**src/ilist_pkg.sv**
```systemverilog
// ----------------------------------------------------------------------------
// ilist_pkg
// Shared types and codes for the indexed list unit.
// ----------------------------------------------------------------------------
package ilist_pkg;

  typedef enum logic [1:0] {
    OP_INSERT = 2'd0,
    OP_APPEND = 2'd1,
    OP_REMOVE = 2'd2,
    OP_QUERY  = 2'd3
  } op_t;

  typedef enum logic [1:0] {
    ST_IDLE,
    ST_INSERT,
    ST_SCAN,
    ST_DONE
  } state_t;

  localparam int COUNT_OUT_W = 7;

  typedef struct packed {
    logic                   ok;
    logic                   full_reject;
    logic [COUNT_OUT_W-1:0] entry_count;
  } res_t;

endpackage

```
**src/ilist_mem.sv**
```systemverilog
// ----------------------------------------------------------------------------
// ilist_mem
// Entry store: one write port, one read port, registered read data.
// A read and a write to the same address return the old contents.
// ----------------------------------------------------------------------------
module ilist_mem #(
  parameter int DEPTH = 64,
  parameter int WIDTH = 32,
  parameter int AW    = 6
) (
  input  logic             clk,
  input  logic             we,
  input  logic [AW-1:0]    waddr,
  input  logic [WIDTH-1:0] wdata,
  input  logic             re,
  input  logic [AW-1:0]    raddr,
  output logic [WIDTH-1:0] rdata
);

  logic [WIDTH-1:0] mem [DEPTH];
  logic [WIDTH-1:0] rdata_r;

  always_ff @(posedge clk) begin
    if (we) begin
      mem[waddr] <= wdata;
    end
  end

  always_ff @(posedge clk) begin
    if (re) begin
      rdata_r <= mem[raddr];
    end
  end

  assign rdata = rdata_r;

endmodule

```
**src/ilist_ctrl.sv**
```systemverilog
// ----------------------------------------------------------------------------
// ilist_ctrl
// Sequencer for the list: walks the entry store one entry per cycle to
// shift for insert, to search for remove and query, closing gaps on remove.
// ----------------------------------------------------------------------------
module ilist_ctrl #(
  parameter int CAPACITY   = 64,
  parameter int DATA_WIDTH = 32,
  parameter int AW         = 6,
  parameter int CW         = 7
) (
  input  logic                  clk,
  input  logic                  rst_n,
  input  logic                  req_valid,
  output logic                  req_ready,
  input  logic [1:0]            req_type,
  input  logic [6:0]            position,
  input  logic [31:0]           item_value,
  output logic                  res_valid,
  input  logic                  res_ready,
  output ilist_pkg::res_t       res,
  output logic                  mem_we,
  output logic [AW-1:0]         mem_waddr,
  output logic [DATA_WIDTH-1:0] mem_wdata,
  output logic                  mem_re,
  output logic [AW-1:0]         mem_raddr,
  input  logic [DATA_WIDTH-1:0] mem_rdata
);

  import ilist_pkg::*;

  state_t                state_r, state_nxt;
  logic [CW-1:0]         count_r, count_nxt;
  logic [CW-1:0]         idx_r, idx_nxt;
  logic [AW-1:0]         pidx_r, pidx_nxt;
  logic                  pend_r, pend_nxt;
  logic                  found_r, found_nxt;
  logic                  first_r, first_nxt;
  logic                  ok_r, ok_nxt;
  logic                  full_r, full_nxt;
  op_t                   op_r, op_nxt;
  logic [DATA_WIDTH-1:0] val_r, val_nxt;

  logic [63:0]           val_ext;
  logic                  accept;
  logic                  is_full;
  logic                  pos_bad;
  logic                  walk_last;
  logic                  scan_issue;
  logic                  scan_end;
  op_t                   req_op;

  assign val_ext    = 64'(item_value);
  assign accept     = req_valid && req_ready;
  assign is_full    = (count_r == CW'(CAPACITY));
  assign pos_bad    = (32'(position) > 32'(count_r));
  assign walk_last  = (idx_r == count_r);
  assign scan_issue = (idx_r < count_r);
  assign scan_end   = !scan_issue && !pend_r;
  assign req_op     = op_t'(req_type);

  // next state
  always_comb begin
    state_nxt = state_r;
    case (state_r)
      ST_IDLE: begin
        if (accept) begin
          case (req_op)
            OP_INSERT: state_nxt = (pos_bad || is_full) ? ST_DONE : ST_INSERT;
            OP_APPEND: state_nxt = is_full ? ST_DONE : ST_INSERT;
            default:   state_nxt = ST_SCAN;
          endcase
        end
      end
      ST_INSERT: if (walk_last) state_nxt = ST_DONE;
      ST_SCAN:   if (scan_end) state_nxt = ST_DONE;
      ST_DONE:   if (res_ready) state_nxt = ST_IDLE;
      default:   state_nxt = ST_IDLE;
    endcase
  end

  // datapath and outputs
  always_comb begin
    count_nxt = count_r;
    idx_nxt   = idx_r;
    pidx_nxt  = pidx_r;
    pend_nxt  = pend_r;
    found_nxt = found_r;
    first_nxt = first_r;
    ok_nxt    = ok_r;
    full_nxt  = full_r;
    op_nxt    = op_r;
    val_nxt   = val_r;
    mem_we    = 1'b0;
    mem_waddr = idx_r[AW-1:0];
    mem_wdata = first_r ? val_r : mem_rdata;
    mem_re    = 1'b0;
    mem_raddr = idx_r[AW-1:0];
    req_ready = 1'b0;
    res_valid = 1'b0;
    case (state_r)
      ST_IDLE: begin
        req_ready = 1'b1;
        if (accept) begin
          op_nxt    = req_op;
          val_nxt   = val_ext[DATA_WIDTH-1:0];
          ok_nxt    = 1'b0;
          full_nxt  = 1'b0;
          first_nxt = 1'b1;
          pend_nxt  = 1'b0;
          found_nxt = 1'b0;
          case (req_op)
            OP_INSERT: begin
              full_nxt = !pos_bad && is_full;
              idx_nxt  = CW'(position);
            end
            OP_APPEND: begin
              full_nxt = is_full;
              idx_nxt  = count_r;
            end
            default: idx_nxt = '0;
          endcase
        end
      end
      ST_INSERT: begin
        // write the carried entry, read the one it displaces
        mem_we    = 1'b1;
        mem_re    = 1'b1;
        first_nxt = 1'b0;
        idx_nxt   = idx_r + CW'(1);
        if (walk_last) begin
          count_nxt = count_r + CW'(1);
          ok_nxt    = 1'b1;
        end
      end
      ST_SCAN: begin
        mem_re   = scan_issue;
        pend_nxt = scan_issue;
        if (scan_issue) begin
          idx_nxt  = idx_r + CW'(1);
          pidx_nxt = idx_r[AW-1:0];
        end
        if (pend_r) begin
          if (found_r) begin
            // close the gap (remove only): move each later entry down one slot
            mem_we    = (op_r == OP_REMOVE);
            mem_waddr = pidx_r - AW'(1);
            mem_wdata = mem_rdata;
          end else if (mem_rdata == val_r) begin
            found_nxt = 1'b1;
          end
        end
        if (scan_end) begin
          ok_nxt = found_r;
          if (found_r && (op_r == OP_REMOVE)) begin
            count_nxt = count_r - CW'(1);
          end
        end
      end
      ST_DONE: res_valid = 1'b1;
      default: ;
    endcase
  end

  assign res.ok          = ok_r;
  assign res.full_reject = full_r;
  assign res.entry_count = COUNT_OUT_W'(count_r);

  always_ff @(posedge clk) begin
    if (!rst_n) begin
      state_r <= ST_IDLE;
      count_r <= '0;
      pend_r  <= 1'b0;
    end else begin
      state_r <= state_nxt;
      count_r <= count_nxt;
      pend_r  <= pend_nxt;
    end
  end

  always_ff @(posedge clk) begin
    idx_r   <= idx_nxt;
    pidx_r  <= pidx_nxt;
    found_r <= found_nxt;
    first_r <= first_nxt;
    ok_r    <= ok_nxt;
    full_r  <= full_nxt;
    op_r    <= op_nxt;
    val_r   <= val_nxt;
  end

endmodule

```
**src/indexed_list_insert_remove_search_unit.sv**
```systemverilog
// ----------------------------------------------------------------------------
// indexed_list_insert_remove_search_unit
// Ordered list of up to CAPACITY words with insert, append, remove-first
// and membership query.
// ----------------------------------------------------------------------------
// Usage:
//   Input channel (in_valid/in_ready) carries one request transaction:
//   in_req_type, in_position (insert only) and in_item_value. Each request
//   yields one result transaction on out_valid/out_ready: out_ok,
//   out_full_reject and out_entry_count (count after the request).
//   Walk: an insert at position p walks slots p through count, one per cycle
//   through the single-port-pair entry memory; append writes only the new
//   tail entry; remove and query scan every entry of the list. The result
//   appears as the unit turns ready again, and one request is in flight at
//   a time.
//   Rejected inserts/appends finish without touching the memory.
//   Reset empties the list at once (count cleared); no memory sweep.
//   A stalled receiver holds the result in the output register; the unit
//   then finishes the next request and waits with it until the output frees.
// ----------------------------------------------------------------------------
module indexed_list_insert_remove_search_unit #(
  parameter int CAPACITY   = 64,
  parameter int DATA_WIDTH = 32
) (
  input  logic        clk,
  input  logic        rst_n,
  input  logic        in_valid,
  output logic        in_ready,
  input  logic [1:0]  in_req_type,
  input  logic [6:0]  in_position,
  input  logic [31:0] in_item_value,
  output logic        out_valid,
  input  logic        out_ready,
  output logic        out_ok,
  output logic        out_full_reject,
  output logic [6:0]  out_entry_count
);

  import ilist_pkg::*;

  localparam int AW = (CAPACITY > 1) ? $clog2(CAPACITY) : 1;
  localparam int CW = $clog2(CAPACITY + 1);

  logic                  res_valid;
  logic                  res_ready;
  res_t                  res;
  logic                  mem_we;
  logic [AW-1:0]         mem_waddr;
  logic [DATA_WIDTH-1:0] mem_wdata;
  logic                  mem_re;
  logic [AW-1:0]         mem_raddr;
  logic [DATA_WIDTH-1:0] mem_rdata;

  logic                  out_valid_r;
  res_t                  out_res_r;

  ilist_ctrl #(
    .CAPACITY   (CAPACITY),
    .DATA_WIDTH (DATA_WIDTH),
    .AW         (AW),
    .CW         (CW)
  ) u_ctrl (
    .clk        (clk),
    .rst_n      (rst_n),
    .req_valid  (in_valid),
    .req_ready  (in_ready),
    .req_type   (in_req_type),
    .position   (in_position),
    .item_value (in_item_value),
    .res_valid  (res_valid),
    .res_ready  (res_ready),
    .res        (res),
    .mem_we     (mem_we),
    .mem_waddr  (mem_waddr),
    .mem_wdata  (mem_wdata),
    .mem_re     (mem_re),
    .mem_raddr  (mem_raddr),
    .mem_rdata  (mem_rdata)
  );

  ilist_mem #(
    .DEPTH (CAPACITY),
    .WIDTH (DATA_WIDTH),
    .AW    (AW)
  ) u_mem (
    .clk   (clk),
    .we    (mem_we),
    .waddr (mem_waddr),
    .wdata (mem_wdata),
    .re    (mem_re),
    .raddr (mem_raddr),
    .rdata (mem_rdata)
  );

  // output register parts the sequencer from the receiver
  assign res_ready = !out_valid_r || out_ready;

  always_ff @(posedge clk) begin
    if (!rst_n) begin
      out_valid_r <= 1'b0;
    end else if (res_ready) begin
      out_valid_r <= res_valid;
    end
  end

  always_ff @(posedge clk) begin
    if (res_ready && res_valid) begin
      out_res_r <= res;
    end
  end

  assign out_valid       = out_valid_r;
  assign out_ok          = out_res_r.ok;
  assign out_full_reject = out_res_r.full_reject;
  assign out_entry_count = out_res_r.entry_count;

  a_ok_excl_full: assert property (@(posedge clk) disable iff (!rst_n)
    out_valid |-> !(out_ok && out_full_reject))
    else $error("result reports both success and full refusal");

  a_one_in_flight: assert property (@(posedge clk) disable iff (!rst_n)
    (in_valid && in_ready) |=> !in_ready)
    else $error("request taken while another is in progress");

  a_full_count: assert property (@(posedge clk) disable iff (!rst_n)
    (out_valid && out_full_reject) |-> (out_entry_count == 7'(CAPACITY)))
    else $error("full refusal with list not at capacity");

endmodule
```
**config.mk**
```make
export PLATFORM = sky130hd
export DESIGN_NAME = indexed_list_insert_remove_search_unit
export DESIGN_NICKNAME = d
export VERILOG_FILES = /design/src/ilist_pkg.sv /design/src/ilist_mem.sv /design/src/ilist_ctrl.sv /design/src/indexed_list_insert_remove_search_unit.sv
export SDC_FILE = /design/constraint.sdc
export NUM_CORES = 2
export LEC_CHECK = 0
export CAP_MARGIN = 15
export CORE_ASPECT_RATIO = 0.9
export CORE_MARGIN = 4
export CORE_UTILIZATION = 50
export CTS_BUF_LIST = sky130_fd_sc_hd__clkbuf_4
export DETAILED_ROUTE_END_ITERATION = 10
export DONT_BUFFER_PORTS = 1
export GPL_ROUTABILITY_DRIVEN = 0
export SYNTH_ARGS = -nofsm -noshare
export SYNTH_HDL_FRONTEND = slang
export SYNTH_SLANG_ARGS = --single-unit
```
**constraint.sdc**
```tcl
create_clock -name clk -period 6.23 [get_ports clk]
set_input_delay 0.623 -clock clk [delete_from_list [all_inputs] [get_ports clk]]
set_output_delay 0.623 -clock clk [all_outputs]
set_load 0.02 [all_outputs]
```
==> results.py <==
metrics = {
    "power": {
        "clkPwrFrac": 0.270,
        "p_int_mw": 28.5,
        "p_sw_frac": 0.334,
        "power_density_nw_per_um2": 453,
        "p_sw_mw": 14.3,
        "power_leakage_nw": 29.6,
        "irDropWorstVdd_mv": 0.398,
        "power_frac_seq": 0.419,
        "combPwrFrac": 0.311,
    },
    "synth": {
        "async_flop_share": 0,
        "synth_cell_types": 59,
        "syn_area_sq_um": 83100,
        "synth_edf_count": 2140,
        "syn_inst": 3618,
        "ys_warn_count": 0,
        "syn-num-nets": 3689,
        "yosysSeqAreaShare": 0.776,
        "ys.flop_type": "edfxtp_1",
        "synth_seq_cells": 2151,
        "syn_avg_cell_area_sq_um": 23.0,
    },
    "timing": {
        "fin_skew_ps": 77.5,
        "fin_crit_sh": 0.787,
        "slew_violations": 0,
        "fmax_mhz": 204,
        "setup_slack_ps": 1330,
        "grt_setup_unrepaired": "no",
        "tns_ps": 0,
        "hold_viol": 0,
        "final-setup-viol-count": 0,
        "worstMarginPinSlew_ps": 1300,
        "slew_headroom": 0.135,
        "period_minus_slack_ps": 4900,
    },
    "detailed_routing": {
        "num_vias": 41804,
        "ant_nets": 0,
        "avgViaCountPerCell": 6.20,
        "wirelength_um": 222000,
        "drc_errors": 0,
        "drt_first_pass_iters": 7,
        "drt_iter0_drc": 4655,
        "wl_per_cell_um": 33.0,
    },
    "setup_path": {
        "critPathLaunchType": "flip-flop",
        "reg2reg_depth": 6,
        "worstReg2RegStart": "u_ctrl.state_r[0]",
        "setup.worst_path.class": "flip-flop to flip-flop",
        "endpoint": "u_mem.mem[9][15]",
        "path_max_fanout": 32,
        "cp_data_required_time_ps": 7110,
        "crit-reg2reg-capture": "u_mem.mem[9][15]",
        "rrSetupSlack_ps": 1330,
        "cp-end-kind": "flip-flop",
        "critical_path_arrival_ps": 5780,
        "critPathLaunch": "u_ctrl.state_r[0]",
    },
    "min_path": {
        "hold_path_class": "primary input to flip-flop",
    },
    "clock_tree": {
        "clock_path_buffers": 4,
        "clock-sinks": 2151,
        "cts_tree": "built",
        "clk_latency_ps": 1330,
        "numCtsBuffers": 556,
        "clk_pin_slew_ps": 60,
        "htree_levels": 6,
        "cts.repair.resized": 0,
        "cts_root_buf": "clkbuf_4",
    },
    "final_layout": {
        "final_area_sq_um": 94200,
        "layout-drive-gt1-share": 0.361,
        "syn_to_final_growth_pct": 13.3,
        "nNetsFinal": 4245,
    },
    "grt": {
        "gr-total-overflow": 0,
        "grt_pass1_wl_um": 314000,
        "grt_pass1_vias": 42521,
        "antenna_found_initial": 9,
        "grt_max_degree": 125,
        "gr-usage-all-layers": 0.258,
    },
    "place": {
        "portBuffers": 0,
        "post-place-ws_ps": 1460,
        "hpwl_um": 130000,
        "placed_area_sq_um": 86600,
    },
    "floorplanning": {
        "die_y_um": 395,
        "die-area_sq_um": 173000,
        "ios": 56,
        "placementRows": 141,
        "die_x_um": 438,
        "core_sq_um": 165000,
        "initial_core_util": 0.504,
    },
    "job": {
        "cap_violations": 0,
    },
    "outcome": {
        "outcome": "finished clean",
    },
}
[synthesized netlist by cell type, types with 30 or more instances]
master / n / area (sq um)
buf_2: 58 / 290
clkbuf_1: 68 / 255
edfxtp_1: 2140 / 64300
inv_1: 31 / 116
mux2_2: 65 / 732
mux2i_1: 79 / 791
mux4_2: 571 / 12900
nand2_1: 43 / 161
nand3_1: 30 / 150
nor2_1: 118 / 443
o21ai_0: 44 / 220
o22ai_1: 61 / 382
[flip-flops by register name (all words and copies together), names as in the netlist]
| register | flops |
|---|---|
| u_ctrl.val_r | 32 |
| u_ctrl.op_r | 2 |
| u_ctrl.pidx_r | 6 |
| u_mem.rdata | 32 |
| u_ctrl.count_r | 7 |
| out_valid | 1 |
| u_ctrl.full_r | 1 |
| u_ctrl.first_r | 1 |
| u_ctrl.state_r | 2 |
| u_ctrl.pend_r | 1 |
| out_ok | 1 |
| u_ctrl.ok_r | 1 |
| u_ctrl.idx_r | 7 |
| u_mem.mem | 2048 |
| out_full_reject | 1 |
| u_ctrl.found_r | 1 |
| out_entry_count | 7 |
[area by class of cell]
cell class	count	area, sq um
Antenna cell	8	20.0
Fill cell	12175	70600
Multi-Input combinational cell	1255	18200
Sequential cell	2151	64500
Timing Repair Buffer	177	2030
Clock inverter	111	614
Clock buffer	792	5950
Inverter	33	124
Tap cell	2216	2770
[worst max-delay path: stages, from the launching register on]
cell     delay (ps)
dfxtp_1         330
inv_1           110
ha_1            680
nand3_1         640
o21ai_0         730
nand3_1         760
nor2_4         1210
[power by group through the flow]
stage                     Sequential, mW  Combinational, mW  Clock, mW
after global routing                17.9               13.8       12.7
after global placement              18.2               12.9          0
after detailed placement            18.2               13.2          0
after CTS                           17.9               13.3       11.8
after floorplan                     18.0               7.84          0
final                               17.9               13.3       11.5
[worst min path at each step]
stage                       to            from  cells after the start
2_1_floorplan  out_full_reject   u_ctrl.full_r                      0
3_3_place_gp   out_full_reject   u_ctrl.full_r                      0
3_5_place_dp   out_full_reject   u_ctrl.full_r                      0
4_1_cts          u_ctrl.full_r  in_position[6]                      4
5_1_grt         u_ctrl.op_r[1]  in_req_type[1]                      1
6_report         u_ctrl.full_r  in_position[6]                      4
[routing by layer]
metal / vias up / share of wire / GRT usage
li1: 16879 / - / -
met1: 22154 / 0.39 / 0.355
met2: 2392 / 0.48 / 0.400
met3: 379 / 0.095 / 0.0713
met4: 0 / 0.033 / 0.0925
met5: - / 0 / 0
[metrics by stage]
stage	cells	total power [mW]	hold WS (ps)	utilization
after floorplan	3618	25.9	400	-
final	6743	42.7	174	0.572
after CTS	6720	42.9	16.6	0.570
after global placement	5723	31.1	410	0.523
after global routing	6742	44.4	33.5	0.572
after detailed placement	5738	31.4	440	0.525
[cells by family (layout without fill, tap and decap cells)]
kind of cell               Yosys count  in the layout  share of synthesized area
DFF                               2151           2151                      0.776
other                                0              8                          0
muxes                              715            715                      0.173
adders and majority gates           26             26                    0.00400
buffers and inverters              212           1113                     0.0118
AOI/OAI and AO/OA                  208            208                     0.0165
xor gates and xnor gates            43             43                    0.00453
and+or+nand+nor                    263            263                     0.0144
[timing repair]
item	in CTS	in global routing
hold endpoints to repair	100	0
hold buffers	79	0
setup buffers	0	0
[cells in the final DEF, fill, tap and decap left out, types with 7 or more instances in the layout]
| cell | n |
|---|---|
| nand4_1 | 8 |
| buf_4 | 58 |
| edfxtp_1 | 2140 |
| nor4_1 | 8 |
| clkinv_1 | 80 |
| mux2_4 | 21 |
| nor2_4 | 65 |
| xnor2_1 | 25 |
| o21ai_0 | 44 |
| buf_12 | 37 |
| diode_2 | 8 |
| xor2_1 | 18 |
| a21oi_1 | 23 |
| dfxtp_1 | 11 |
| o221ai_1 | 7 |
| nor3_1 | 14 |
| mux2_2 | 44 |
| nand2_1 | 42 |
| ha_1 | 25 |
| nor2b_1 | 13 |
| bufinv_16 | 7 |
| a22oi_1 | 13 |
| a211oi_1 | 9 |
| nand2b_1 | 11 |
| clkinv_2 | 11 |
| inv_2 | 15 |
| mux4_2 | 571 |
| inv_1 | 31 |
| o22ai_1 | 61 |
| dlygate4sd3_1 | 79 |
| mux2i_1 | 79 |
| nor2_1 | 53 |
| nand3_1 | 30 |
| clkbuf_4 | 792 |
| a221o_1 | 13 |
Note: power is estimated with default switching activity, not from simulation.
